--- src/rtl/vws_pkg.sv ---
`default_nettype none
package vws_pkg;

  localparam int WinLen = 16;
  localparam int IdxBits = 4;
  localparam int MagBits = 32;
  localparam int CoefBits = 16;

  // Operation codes of an input item.
  localparam logic OpPush = 1'b0;
  localparam logic OpCompute = 1'b1;

  // Datapath commands issued by the controller.
  typedef enum logic [2:0] {
    CmdNone,
    CmdPush,
    CmdSumStep,
    CmdMacClear,
    CmdMacStep,
    CmdMagStart,
    CmdSqrtStep,
    CmdSmooth
  } cmd_e;

  typedef struct packed {
    cmd_e             cmd;
    logic [IdxBits-1:0] n;
    logic [IdxBits-1:0] k;
  } ctrl_t;

  typedef struct packed {
    logic sqrt_done;
  } stat_t;

  // Twiddles of k*pi/8 in Q1.15, plus one sign bit of headroom.
  function automatic logic signed [17:0] cos_q15(input logic [IdxBits-1:0] m);
    logic signed [17:0] r;
    case (m)
      4'd0: r = 18'sd32768;
      4'd1: r = 18'sd30274;
      4'd2: r = 18'sd23170;
      4'd3: r = 18'sd12540;
      4'd4: r = 18'sd0;
      4'd5: r = -18'sd12540;
      4'd6: r = -18'sd23170;
      4'd7: r = -18'sd30274;
      4'd8: r = -18'sd32768;
      4'd9: r = -18'sd30274;
      4'd10: r = -18'sd23170;
      4'd11: r = -18'sd12540;
      4'd12: r = 18'sd0;
      4'd13: r = 18'sd12540;
      4'd14: r = 18'sd23170;
      default: r = 18'sd30274;
    endcase
    return r;
  endfunction

  function automatic logic signed [17:0] sin_q15(input logic [IdxBits-1:0] m);
    return cos_q15(m - 4'd4);
  endfunction

endpackage
`default_nettype wire

--- src/rtl/vws_ctrl.sv ---
`default_nettype none
module vws_ctrl (
  input  wire logic           clk_i,
  input  wire logic           rst_ni,
  input  wire logic           start_i,
  input  wire logic           operation_i,
  input  wire vws_pkg::stat_t stat_i,
  output vws_pkg::ctrl_t      ctrl_o,
  output logic                busy_o,
  output logic                push_done_o,
  output logic                bin_done_o
);
  import vws_pkg::*;

  typedef enum logic [2:0] {
    Idle, Sum, MacClr, Mac, MagStart, Sqrt, Smooth
  } state_e;

  state_e state_q;
  logic [IdxBits-1:0] n_q, k_q;

  // Command decode from state.
  always_comb begin
    ctrl_o.n = n_q;
    ctrl_o.k = k_q;
    case (state_q)
      Idle: ctrl_o.cmd = (start_i && operation_i == OpPush) ? CmdPush : CmdNone;
      Sum: ctrl_o.cmd = CmdSumStep;
      MacClr: ctrl_o.cmd = CmdMacClear;
      Mac: ctrl_o.cmd = CmdMacStep;
      MagStart: ctrl_o.cmd = CmdMagStart;
      Sqrt: ctrl_o.cmd = stat_i.sqrt_done ? CmdNone : CmdSqrtStep;
      Smooth: ctrl_o.cmd = CmdSmooth;
      default: ctrl_o.cmd = CmdNone;
    endcase
  end

  assign busy_o = (state_q != Idle);
  assign push_done_o = (state_q == Sum) && (n_q == IdxBits'(WinLen - 1));
  assign bin_done_o = (state_q == Smooth);

  // Sequencer.
  always_ff @(posedge clk_i or negedge rst_ni) begin
    if (!rst_ni) begin
      state_q <= Idle;
      n_q <= '0;
      k_q <= '0;
    end else begin
      case (state_q)
        Idle: begin
          n_q <= '0;
          k_q <= '0;
          if (start_i) state_q <= (operation_i == OpPush) ? Sum : MacClr;
        end
        Sum: begin
          n_q <= n_q + 1'b1;
          if (n_q == IdxBits'(WinLen - 1)) state_q <= Idle;
        end
        MacClr: begin
          n_q <= '0;
          state_q <= Mac;
        end
        Mac: begin
          n_q <= n_q + 1'b1;
          if (n_q == IdxBits'(WinLen - 1)) state_q <= MagStart;
        end
        MagStart: state_q <= Sqrt;
        Sqrt: if (stat_i.sqrt_done) state_q <= Smooth;
        Smooth: begin
          k_q <= k_q + 1'b1;
          state_q <= (k_q == IdxBits'(WinLen - 1)) ? Idle : MacClr;
        end
        default: state_q <= Idle;
      endcase
    end
  end

  a_busy_push: assert property (@(posedge clk_i) disable iff (!rst_ni)
    (start_i && !busy_o) |=> busy_o) else $error("start not taken");
  a_bin_order: assert property (@(posedge clk_i) disable iff (!rst_ni)
    bin_done_o |=> !bin_done_o) else $error("bins back to back");
  a_excl: assert property (@(posedge clk_i) disable iff (!rst_ni)
    !(push_done_o && bin_done_o)) else $error("two results at once");
endmodule
`default_nettype wire

--- config.mk ---
export PLATFORM = sky130hd
export DESIGN_NAME = vws_ctrl
export DESIGN_NICKNAME = d
export VERILOG_FILES = /design/src/rtl/vws_pkg.sv /design/src/rtl/vws_ctrl.sv
export SDC_FILE = /design/constraint.sdc
export NUM_CORES = 1
export LEC_CHECK = 0
export BUFFER_PORTS_ARGS = -buffer_cell sky130_fd_sc_hd__buf_2
export CORE_MARGIN = 4
export CORE_UTILIZATION = 49
export DETAILED_ROUTE_END_ITERATION = 10
export GPL_TIMING_DRIVEN = 0
export PLACE_DENSITY = 0.76
export SYNTH_ARGS = -nofsm -noshare
export SYNTH_HDL_FRONTEND = slang
export SYNTH_SLANG_ARGS = --single-unit
--- constraint.sdc ---
create_clock -name clk_i -period 1.75 [get_ports clk_i]
set_input_delay 0.2625 -clock clk_i [delete_from_list [all_inputs] [get_ports clk_i]]
set_output_delay 0.2625 -clock clk_i [all_outputs]
set_load 0.01 [all_outputs]
==> results.txt, run 1 <==
----------------------------------------------------
[Outcome]
  Outcome ... completed

[Routing]
  Drt total wl ... 1.53 mm
  Via-per-instance ratio ... 5.83
  Remaining antenna violation count ... 0
  Iteration-0 DRC Markers ... 6
  DRC viols ... 0
  Overall via count from detail_route ... 624
  Average detailed-routed wire length per instance ... 14.3 um
  Pre-Repair DR Iteration Count ... 4

[Logic synthesis]
  Primary FF master, synth ... sky130_fd_sc_hd__dfrtp_1
  Ys async rst share ... 1.00
  Top cell type's share of synthesized area ... 0.406
  Yosys warning total ... 0
  Seq/Total Area, Yosys ... 0.406
  Most frequently used cell type in the post-synthesis netlist ... sky130_fd_sc_hd__dfrtp_1
  Post-Syn Area ... 678 um^2
  Yosys cell types ... 31
  Commonest cells in the netlist ... sky130_fd_sc_hd__dfrtp_1, sky130_fd_sc_hd__nand2_1, sky130_fd_sc_hd__a22o_1, sky130_fd_sc_hd__nand3_1
  Area contributors post-synth ... sky130_fd_sc_hd__dfrtp_1, sky130_fd_sc_hd__a22o_1, sky130_fd_sc_hd__nand2_1
  Number of cells produced by synthesis ... 69
  Cell type with the largest total area after synthesis ... sky130_fd_sc_hd__dfrtp_1
  Post-synthesis area per instance ... 9.83 um^2
  Nets in the synthesized netlist ... 76
  Number of enable-type register cells in the synthesized netlist ... 0
  Number of synthesized register bits ... 11

[Critical path]
  Critical path origin ... state_q[2]
  CP max stage delay ... 0.40 ns
  Cell class contributing the biggest share of worst-path delay ... buffers and inverters
  Critical path fanouts, max ... 10
  Critical-path top delay cell ... sky130_fd_sc_hd__dfrtp_1
  RR Startpoint ... state_q[0]
  Crit path launch type ... flip-flop
  Worst reg-to-reg setup slack ... 0.41 ns
  Category of the most critical setup path ... flip-flop to output pin
  Buf+Inv Stages, Crit Path ... 3
  Worst endpoint data arrival time ... 1.40 ns
  Required @ worst endpoint ... 1.49 ns
  Crit end category ... output pin
  Reg2reg end ... k_q[2]
  Depth of the most critical reg-to-reg path ... 4
  Crit-path cells ... clkbuf_4 -> clkbuf_4 -> a211oi_2 -> nor2_1 -> buf_2
  Dominant cell type by count on the critical path ... sky130_fd_sc_hd__clkbuf_4

[Global route]
  Wire length of the first global-routing pass ... 2.48 mm
  Initial antenna violation count ... 0
  Pin count of the biggest net entering global routing ... 12
  Number of global-route vias before repair ... 550
  Total track usage ... 0.181
  Grt ovf ... 0

[Timing]
  Fin crit period ... 1.66 ns
  Setup repair after global routing missed its margin ... no
  Setup clock skew after layout ... 0.00725 ns
  Number of endpoints failing setup at the final stage ... 0
  Final slew viol count ... 0
  Least setup slack across all paths after layout ... 0.0922 ns
  Total negative slack ... 0 ns
  Share of the clock period used by the worst path after layout ... 0.947
  Pin slew with the least headroom to its limit ... 0.386 ns
  Final count of hold timing violations ... 0
  Highest attainable clock frequency ... 603 MHz
  Worst hold slack ... 0.380 ns
  Max-slew headroom ... 0.736

[Floorplanning]
  Vertical die dimension ... 45.2 um
  Die ar. ... 2040 um^2
  Die width ... 45.2 um
  Ports placed on the boundary ... 19
  Row count ... 13
  Initial core utilization ... 0.521
  Core area ... 1300 um^2

[Power and ir drop]
  Worst voltage drop across the vdd grid ... 0.791 mV
  Power per standard cell area ... 1520 nW/um^2
  Static leakage power ... 0.422 nW

[Place]
  Post-detail-place hpwl ... 1.12 mm
  Cell total after placement ... 102
  Gp weighted congestion ... 0.777
  Pre-CTS worst setup slack ... 0.362 ns
  Count of buffers from port buffering ... 18

[Clock tree]
  Clock Tree Root ... sky130_fd_sc_hd__clkbuf_4
  Number of setup buffers added after CTS ... 0
  Cts bufs inserted ... 3
  Worst skew pair latency ... 0.27 ns
  Deepest level of the CTS H-tree ... 1
  Clock tree from TritonCTS ... built
  Clock tree buffer depth ... 2
  Clock-pin slew on the worst setup and hold paths ... 0.08 ns
  Total clock sinks ... 11

[Final layout]
  Net count of the finished layout ... 100
  Inserted Diodes ... 0
  Fill cell instance count of the final layout ... 125
  Layout cells sized above 1 ... 0.359
  Post-synthesis to final-layout area growth ... 24.2%
  Count of placed standard cells in the final layout, fillers left out ... 107

[Run]
  Reported max-cap violation count ... 0

[Hold path]
  Kind of path behind the tightest hold check ... input pin to async pin

----------------------------------------------------
## layer usage
metal	vias to the layer above	routed length, um	track usage
met2	19	750	0.280
met4	0	61	0.175
li1	300	-	-
met3	4	64	0.0239
met1	301	649	0.209
met5	-	0	0
## stage by stage
stage                      util  cell area, um^2  total power (W)
after floorplan               -              678         0.000868
after global placement    0.605              787          0.00105
after detailed placement  0.605              787          0.00108
after CTS                 0.633              823          0.00126
after global routing      0.647              842          0.00138
final                     0.647              842          0.00128
## cells in the final DEF, fill, tap and decap left out, types with 2 or more instances in the layout
master,instances
sky130_fd_sc_hd__nor3_1,2
sky130_fd_sc_hd__buf_2,19
sky130_fd_sc_hd__dfrtp_1,11
sky130_fd_sc_hd__inv_1,3
sky130_fd_sc_hd__a22o_1,4
sky130_fd_sc_hd__nor2_1,3
sky130_fd_sc_hd__nand2b_1,2
sky130_fd_sc_hd__mux2i_1,2
sky130_fd_sc_hd__nand3_1,4
sky130_fd_sc_hd__nand2_1,8
sky130_fd_sc_hd__clkbuf_4,5
sky130_fd_sc_hd__mux2_2,2
sky130_fd_sc_hd__o21ai_0,3
## layout make-up
cell class | instances | area [um^2] | share of cell area
clock buffers | 4 | 26.3 | 0.0312
flip-flops and latches | 11 | 275 | 0.327
inverters | 3 | 11.3 | 0.0134
multi-input cells | 50 | 374 | 0.444
repair buffers | 19 | 100 | 0.119
plain buffers | 5 | 36.3 | 0.0431
well taps | 15 | 18.8 | 0.0223
## kinds of logic after synthesis
family / after synthesis / synth area share
AND/OR/NAND/NOR: 25 / 0.188
AO/OA/AOI/OAI: 17 / 0.190
flip-flops: 11 / 0.406
buffers and inverters: 8 / 0.0609
multiplexers: 6 / 0.118
adder cells (fa/ha/maj): 2 / 0.0369
## how the worst max path moves through the flow
stage                   to  slack, ns  depth (start not counted)
2_1_floorplan  push_done_o       0.43                          3
3_3_place_gp     ctrl_o[8]       0.37                          5
3_5_place_dp   push_done_o       0.36                          4
4_1_cts          ctrl_o[8]       0.05                          5
5_1_grt             busy_o     0.0002                          3
6_report         ctrl_o[8]       0.09                          5
## power by group
part	switching, W	internal [W]
clock	0.0000893	0.0000883
sequential	0.000106	0.000338
combinational	0.000342	0.000313
## registers in the layout, indices dropped and copies added, names as in the netlist
| name | flops |
|---|---|
| state_q | 3 |
| n_q | 4 |
| k_q | 4 |
## timing repair
item,in CTS,in global routing
resized for setup,0,7
hold buffers,1,0
hold endpoints to repair,11,0
setup endpoints to repair,0,4
(Power assumes the default switching activity.)
==> run 2: changes to the inputs <==
- ABC_AREA: not set -> 1
- CORE_ASPECT_RATIO: not set -> 0.75
- CORE_UTILIZATION: 49 -> 35
- PLACE_DENSITY: 0.76 -> not set
- SLEW_MARGIN: not set -> 15
==> run 2 against run 1 <==
Final cell count up 17%; fmax grew 3.2%; first-iteration DRC count is 17% higher; total power grew 0.29%; area after synthesis fell by 4.1%; non-clock buffer count is 4 lower; flip-flop and latch count unchanged; critical path type unchanged; critical endpoint is now ctrl_o[10]; largest power group unchanged.
==> results.txt, run 2 <==
----------------------------------------------------
[Logic synthesis]
  Number of enable-type register cells in the synthesized netlist ... 0 (unchanged)
  Most frequently used cell type in the post-synthesis netlist ... sky130_fd_sc_hd__nand2_1
  Yosys cell types ... 24 (-23%)
  Yosys warning total ... 0 (unchanged)
  Cell type with the largest total area after synthesis ... sky130_fd_sc_hd__dfrtp_1
  Top cell type's share of synthesized area ... 0.423 (+0.0172)
  Post-synthesis area per instance ... 8.13 um^2 (-17%)
  Primary FF master, synth ... sky130_fd_sc_hd__dfrtp_1
  Ys async rst share ... 1.00 (unchanged)
  Area contributors post-synth ... sky130_fd_sc_hd__dfrtp_1, sky130_fd_sc_hd__nand2_1, sky130_fd_sc_hd__inv_1
  Post-Syn Area ... 651 um^2 (-4.1%)
  Seq/Total Area, Yosys ... 0.423 (+0.0172)
  Commonest cells in the netlist ... sky130_fd_sc_hd__nand2_1, sky130_fd_sc_hd__dfrtp_1, sky130_fd_sc_hd__inv_1, sky130_fd_sc_hd__nand3_1, sky130_fd_sc_hd__nor2_1
  Number of cells produced by synthesis ... 80 (+16%)
  Nets in the synthesized netlist ... 87 (+14%)
  Number of synthesized register bits ... 11 (unchanged)

[Final layout]
  Post-synthesis to final-layout area growth ... 23.8%
  Count of placed standard cells in the final layout, fillers left out ... 125 (+17%)
  Largest registers ... k_q x4, n_q x4, state_q x3
  Fill cell instance count of the final layout ... 177 (+42%)
  Most frequent standard cell in the layout excluding fill and tap cells ... sky130_fd_sc_hd__nand2_1
  Final standard cell utilization of the core ... 0.463 (-0.184)
  Area used by multi-input combinational logic ... 330 um^2 (-12%)
  Inserted Diodes ... 0 (unchanged)
  Post-layout instance area ... 806 um^2 (-4.3%)
  Layout cells sized above 1 ... 0.350 (-0.00918)
  Commonest non-fill, non-tap cells in the layout ... sky130_fd_sc_hd__nand2_1, sky130_fd_sc_hd__buf_2, sky130_fd_sc_hd__dfrtp_1
  Register Area ... 277 um^2 (+0.45%)
  Net count of the finished layout ... 111 (+11%)

[Critical path]
  CP max stage delay ... 0.53 ns (+0.13 ns)
  Crit end category ... output pin
  Cell class contributing the biggest share of worst-path delay ... flip-flops
  Crit-path cells ... inv_2 -> nand3_1 -> nand4_1 -> buf_2
  Buf+Inv Stages, Crit Path ... 2 (-1)
  Worst endpoint data arrival time ... 1.34 ns (-0.06 ns)
  Critical path depth ... 4 (-1)
  Depth of the most critical reg-to-reg path ... 7 (+3)
  Required @ worst endpoint ... 1.49 ns (about the same)
  Critical path origin ... state_q[1]
  RR Startpoint ... n_q[0]
  Crit path launch type ... flip-flop
  Critical-path top delay cell ... sky130_fd_sc_hd__dfrtp_1
  Category of the most critical setup path ... flip-flop to output pin
  Critical path fanouts, max ... 8 (-2)
  Reg2reg end ... state_q[2]
  Endpoint of the worst setup timing path ... ctrl_o[10]
  Worst reg-to-reg setup slack ... 0.55 ns (+0.14 ns)

[Floorplanning]
  Core area ... 1740 um^2 (+34%)
  Die width ... 57.8 um (+28%)
  Die ar. ... 2620 um^2 (+28%)
  Ports placed on the boundary ... 19 (unchanged)
  Vertical die dimension ... 45.3 um (+0.31%)
  Row count ... 13 (unchanged)
  Initial core utilization ... 0.374 (-0.147)

[Routing]
  Average detailed-routed wire length per instance ... 11.7 um (-18%)
  Remaining antenna violation count ... 0 (unchanged)
  Pre-Repair DR Iteration Count ... 4 (unchanged)
  Via-per-instance ratio ... 4.82 (-17%)
  Iteration-0 DRC Markers ... 7 (+1)
  Drt total wl ... 1.46 mm (-4.1%)
  DRC viols ... 0 (unchanged)
  Overall via count from detail_route ... 602 (-3.5%)

[Hold path]
  Kind of path behind the tightest hold check ... input pin to flip-flop

[Timing]
  Final slew viol count ... 0 (unchanged)
  Highest attainable clock frequency ... 622 MHz (+3.2%)
  Number of endpoints failing setup at the final stage ... 0 (unchanged)
  Share of the clock period used by the worst path after layout ... 0.918 (-0.0289)
  Worst hold slack ... 0.298 ns (-0.0821 ns)
  Fin crit period ... 1.61 ns (-0.0506 ns)
  Setup clock skew after layout ... 0.000684 ns (-0.00657 ns)
  Final count of hold timing violations ... 0 (unchanged)
  Max-slew headroom ... 0.791 (+0.0549)
  Total negative slack ... 0 ns (unchanged)
  Pin slew with the least headroom to its limit ... 0.314 ns (-0.0724 ns)
  Setup repair after global routing missed its margin ... no

[Place]
  Gp weighted congestion ... 0.761 (-2.0%)
  Post-detail-place hpwl ... 1.15 mm (+3.0%)
  Cell total after placement ... 120 (+18%)
  Count of buffers from port buffering ... 18 (unchanged)
  Area after DPL ... 768 um^2 (-2.4%)

[Global route]
  Number of global-route vias before repair ... 589 (+7.1%)
  Initial antenna violation count ... 0 (unchanged)
  Total track usage ... 0.133 (-0.0477)
  Pin count of the biggest net entering global routing ... 12 (unchanged)
  Wire length of the first global-routing pass ... 2.62 mm (+5.9%)
  Grt ovf ... 0 (unchanged)

[Clock tree]
  Clock tree from TritonCTS ... built
  Worst skew pair latency ... 0.26 ns (about the same)
  Deepest level of the CTS H-tree ... 1 (unchanged)
  Clock-pin slew on the worst setup and hold paths ... 0.07 ns (about the same)
  Total clock sinks ... 11 (unchanged)
  Clock tree buffer depth ... 2 (unchanged)
  Cts bufs inserted ... 3 (unchanged)
  Number of setup buffers added after CTS ... 0 (unchanged)
  Clock Tree Root ... sky130_fd_sc_hd__clkbuf_4

[Run]
  Reported max-cap violation count ... 0 (unchanged)

[Power and ir drop]
  Power per standard cell area ... 1590 nW/um^2 (+4.8%)
  Worst voltage drop across the vdd grid ... 0.626 mV (-21%)
  Static leakage power ... 0.440 nW (+4.2%)

[Outcome]
  Outcome ... completed

----------------------------------------------------
[run 2: what timing repair did]
item,CTS,global route
gates resized for setup,0,1
hold buffers,1,0
setup endpoints to repair,0,1
hold endpoints to repair,11,0
[run 2: cell type report]
| type | count | area share |
|---|---|---|
| Buffer | 1 | 0.00932 |
| Clock buffer | 4 | 0.0326 |
| Inverter | 10 | 0.0466 |
| Multi-Input combinational cell | 58 | 0.410 |
| Sequential cell | 11 | 0.343 |
| Tap cell | 22 | 0.0342 |
| Timing Repair Buffer | 19 | 0.124 |
[run 2: logic make-up (layout without fill, tap and decap cells)]
family,after synthesis,in the layout,synth area share
fa+ha+maj,2,2,0.0385
buf+inv,11,34,0.0692
simple gates,41,41,0.321
flops,11,11,0.423
xor+xnor,2,2,0.0269
compound gates,13,13,0.121
[run 2: routing by layer]
layer / track usage / part of all wire / vias to the layer above
li1: - / - / 312
met1: 0.187 / 0.52 / 278
met2: 0.187 / 0.43 / 10
met3: 0.0343 / 0.044 / 2
met4: 0.0694 / 0.012 / 0
met5: 0 / 0 / -
[run 2: power breakdown]
part,switching [W],internal [W]
Combinational,0.000407,0.000272
Clock,0.0000811,0.0000881
Sequential,0.0000977,0.000334
Total,0.000586,0.000694
[run 2: how the worst min path moves through the flow]
stage | endpoint | from | cells past startpoint | slack [ns]
after floorplan | k_q[0] | rst_ni | 0 | -0.03
after global placement | k_q[1] | rst_ni | 1 | 0.15
after detailed placement | k_q[1] | rst_ni | 1 | 0.15
after CTS | state_q[0] | start_i | 3 | 0.29
after global routing | state_q[0] | start_i | 3 | 0.33
final | state_q[0] | start_i | 3 | 0.30
[run 2: worst reg2reg max path: cells and delay by family (launching register included)]
family                   cells  cell delay (ns)
AND/OR/NAND/NOR              6             0.43
flip-flops                   1             0.42
adder cells (fa/ha/maj)      1             0.23
[run 2: through the flow]
step / setup WS [ns] / power, W
detailed placement: 0.410 / 0.00112
global placement: 0.446 / 0.00110
finish: 0.143 / 0.00128
floorplan: 0.511 / 0.000906
CTS: 0.115 / 0.00130
global route: 0.0436 / 0.00142
==> run 3: changes to the inputs <==
==> constraint.sdc (replaced) <==
create_clock -name clk_i -period 1.75 [get_ports clk_i]
set_input_delay 0.35 -clock clk_i [delete_from_list [all_inputs] [get_ports clk_i]]
set_output_delay 0.35 -clock clk_i [all_outputs]
set_load 0.01 [all_outputs]
==> run 3 against run 2 <==
Clock power about the same; via count up 4.3%; critical path depth up 1; core utilization up 1.7 points; first-iteration DRC count up 140%; register-to-register slack worse by 0.02 ns; die area unchanged; total power up 5.4%; sequential power about the same; highest routed layer unchanged; setup slack worse by 0.040 ns; non-clock buffer count up 3; largest cell class unchanged; final cell count up 2.4%.
==> results.txt, run 3 (synthesis gave the netlist of run 2 again) <==
----------------------------------------------------
[Routing]
  Overall via count from detail_route ... 628 (+4.3%)
  Drt total wl ... 1.55 mm (+5.9%)
  DRC viols ... 0 (unchanged)
  Average detailed-routed wire length per instance ... 12.1 um (+3.4%)
  Pre-Repair DR Iteration Count ... 4 (unchanged)
  Remaining antenna violation count ... 0 (unchanged)
  Iteration-0 DRC Markers ... 17 (+10)
  Via-per-instance ratio ... 4.91 (+1.9%)

[Critical path]
  Category of the most critical setup path ... flip-flop to output pin
  Crit path launch type ... flip-flop
  Worst reg-to-reg setup slack ... 0.53 ns (-0.02 ns)
  Critical-path top delay cell ... sky130_fd_sc_hd__dfrtp_1
  Critical path fanouts, max ... 10 (+2)
  Crit-path cells ... buf_4 -> nor2_4 -> nand2_1 -> nand4_1 -> buf_2
  CP max stage delay ... 0.36 ns (-0.17 ns)
  Required @ worst endpoint ... 1.40 ns (-0.09 ns)
  Crit end category ... output pin
  Worst endpoint data arrival time ... 1.30 ns (-0.04 ns)
  Depth of the most critical reg-to-reg path ... 7 (unchanged)

[Power and ir drop]
  Power per standard cell area ... 1620 nW/um^2 (+1.8%)
  Internal portion of total power ... 0.000737 W (+6.1%)
  Part of the power in combinational logic ... 0.556 (+0.026)
  Static leakage power ... 0.456 nW (+3.7%)
  Clock share of power ... 0.125 (-0.007)
  Switching power summed over all nets ... 0.000613 W (+4.6%)
  Worst voltage drop across the vdd grid ... 0.689 mV (+10%)
  Sw Share ... 0.454 (-0.00364)
  Register share of total power ... 0.319 (-0.019)

[Global route]
  Total track usage ... 0.133 (unchanged)
  Pin count of the biggest net entering global routing ... 12 (unchanged)
  Initial antenna violation count ... 0 (unchanged)
  Number of global-route vias before repair ... 589 (unchanged)
  Grt ovf ... 0 (unchanged)
  Wire length of the first global-routing pass ... 2.62 mm (unchanged)

[Clock tree]
  Clock tree buffer depth ... 2 (unchanged)
  Clock tree from TritonCTS ... built
  Deepest level of the CTS H-tree ... 1 (unchanged)
  Cts bufs inserted ... 3 (unchanged)
  Total clock sinks ... 11 (unchanged)
  Worst skew pair latency ... 0.26 ns (about the same)
  Clock-pin slew on the worst setup and hold paths ... 0.07 ns (about the same)
  Clock Tree Root ... sky130_fd_sc_hd__clkbuf_4

[Final layout]
  Layout cells sized above 1 ... 0.387 (+0.0373)
  Most frequent standard cell in the layout excluding fill and tap cells ... sky130_fd_sc_hd__nand2_1
  Post-synthesis to final-layout area growth ... 28.3%
  Final standard cell utilization of the core ... 0.480 (+0.0165)
  Net count of the finished layout ... 114 (+2.7%)
  Inserted Diodes ... 0 (unchanged)
  Largest registers ... k_q x4, n_q x4, state_q x3
  Count of placed standard cells in the final layout, fillers left out ... 128 (+2.4%)
  Commonest non-fill, non-tap cells in the layout ... sky130_fd_sc_hd__nand2_1, sky130_fd_sc_hd__buf_2, sky130_fd_sc_hd__dfrtp_1

[Outcome]
  Outcome ... completed

[Floorplanning]
  Die ar. ... 2620 um^2 (unchanged)
  Core area ... 1740 um^2 (unchanged)
  Vertical die dimension ... 45.3 um (unchanged)
  Row count ... 13 (unchanged)
  Ports placed on the boundary ... 19 (unchanged)
  Initial core utilization ... 0.374 (unchanged)
  Die width ... 57.8 um (unchanged)

[Timing]
  Setup clock skew after layout ... 0.000827 ns (+0.000143 ns)
  Highest attainable clock frequency ... 607 MHz (-2.5%)
  Fin crit period ... 1.65 ns (+0.0405 ns)
  Setup repair after global routing missed its margin ... no
  Total negative slack ... 0 ns (unchanged)
  Max-slew headroom ... 0.831 (+0.0407)
  Final slew viol count ... 0 (unchanged)
  Final count of hold timing violations ... 0 (unchanged)
  Number of endpoints failing setup at the final stage ... 0 (unchanged)
  Pin slew with the least headroom to its limit ... 0.253 ns (-0.0610 ns)
  Share of the clock period used by the worst path after layout ... 0.941 (+0.0231)

[Hold path]
  Hold Path Stages ... 3 (unchanged)
  Kind of path behind the tightest hold check ... input pin to flip-flop

[Place]
  Count of buffers from port buffering ... 18 (unchanged)
  Post-detail-place hpwl ... 1.15 mm (unchanged)
  Cell total after placement ... 120 (unchanged)
  Gp weighted congestion ... 0.761 (unchanged)

[Run]
  Reported max-cap violation count ... 0 (unchanged)

----------------------------------------------------
-- run 3: changes by cell type in the layout (fill, tap and decap cells not counted), sizes merged --
cell and change:
buf +3
-- run 3: worst max-delay path, delay by kind of cell, from the launching register on --
kind                   cells  cell delay [ns]
buffers and inverters      2             0.32
flip-flops                 1             0.36
AND/OR/NAND/NOR            3             0.36
-- run 3: path summary, 6_finish.rpt --
kind                                 start    endpoint
worst max-delay path            state_q[2]  ctrl_o[10]
worst min-delay path               start_i  state_q[0]
worst max register to register      n_q[1]  state_q[2]
worst min register to register      k_q[3]      k_q[3]
max in group asynchronous           rst_ni  state_q[0]
min in group asynchronous           rst_ni      k_q[2]
-- run 3: metal layers --
layer,vias up,track usage,part of all wire
li1,318,-,-
met1,292,0.187,0.48
met2,16,0.187,0.45
met3,2,0.0343,0.060
met4,0,0.0694,0.011
met5,-,0,0
-- run 3: area by class of cell --
cell class              instances  area [um^2]
well taps                      22         27.5
repair buffers                 22          123
flip-flops and latches         11          278
fillers                       172          906
inverters                      10         37.5
clock buffers                   4         26.3
multi-input cells              58          335
plain buffers                   1         7.51
-- run 3: what timing repair did --
item | CTS | global route
endpoints found under the setup margin | 0 | 3
endpoints found under the hold margin | 11 | 0
gates resized for setup | 0 | 3
hold buffers | 1 | 0
setup buffers | 0 | 3
-- run 3: metrics by stage --
step | instance area, um^2 | worst slack (ns) | hold slack (ns) | total power [W]
final | 835 | 0.102 | 0.387 | 0.00135
after global routing | 835 | 0.00290 | 0.421 | 0.00148
after CTS | 805 | 0.0280 | 0.375 | 0.00130
after detailed placement | 768 | 0.323 | 0.235 | 0.00112
after global placement | 768 | 0.358 | 0.236 | 0.00110
after floorplan | 651 | 0.423 | 0.0544 | 0.000906
-- run 3: power groups by stage --
stage	combinational [W]	clock, W	sequential [W]
2_1_floorplan	0.000465	0	0.000441
3_5_place_dp	0.000685	0	0.000432
5_1_grt	0.000847	0.000190	0.000447
4_1_cts	0.000688	0.000181	0.000427
3_3_place_gp	0.000668	0	0.000429
6_report	0.000750	0.000169	0.000431
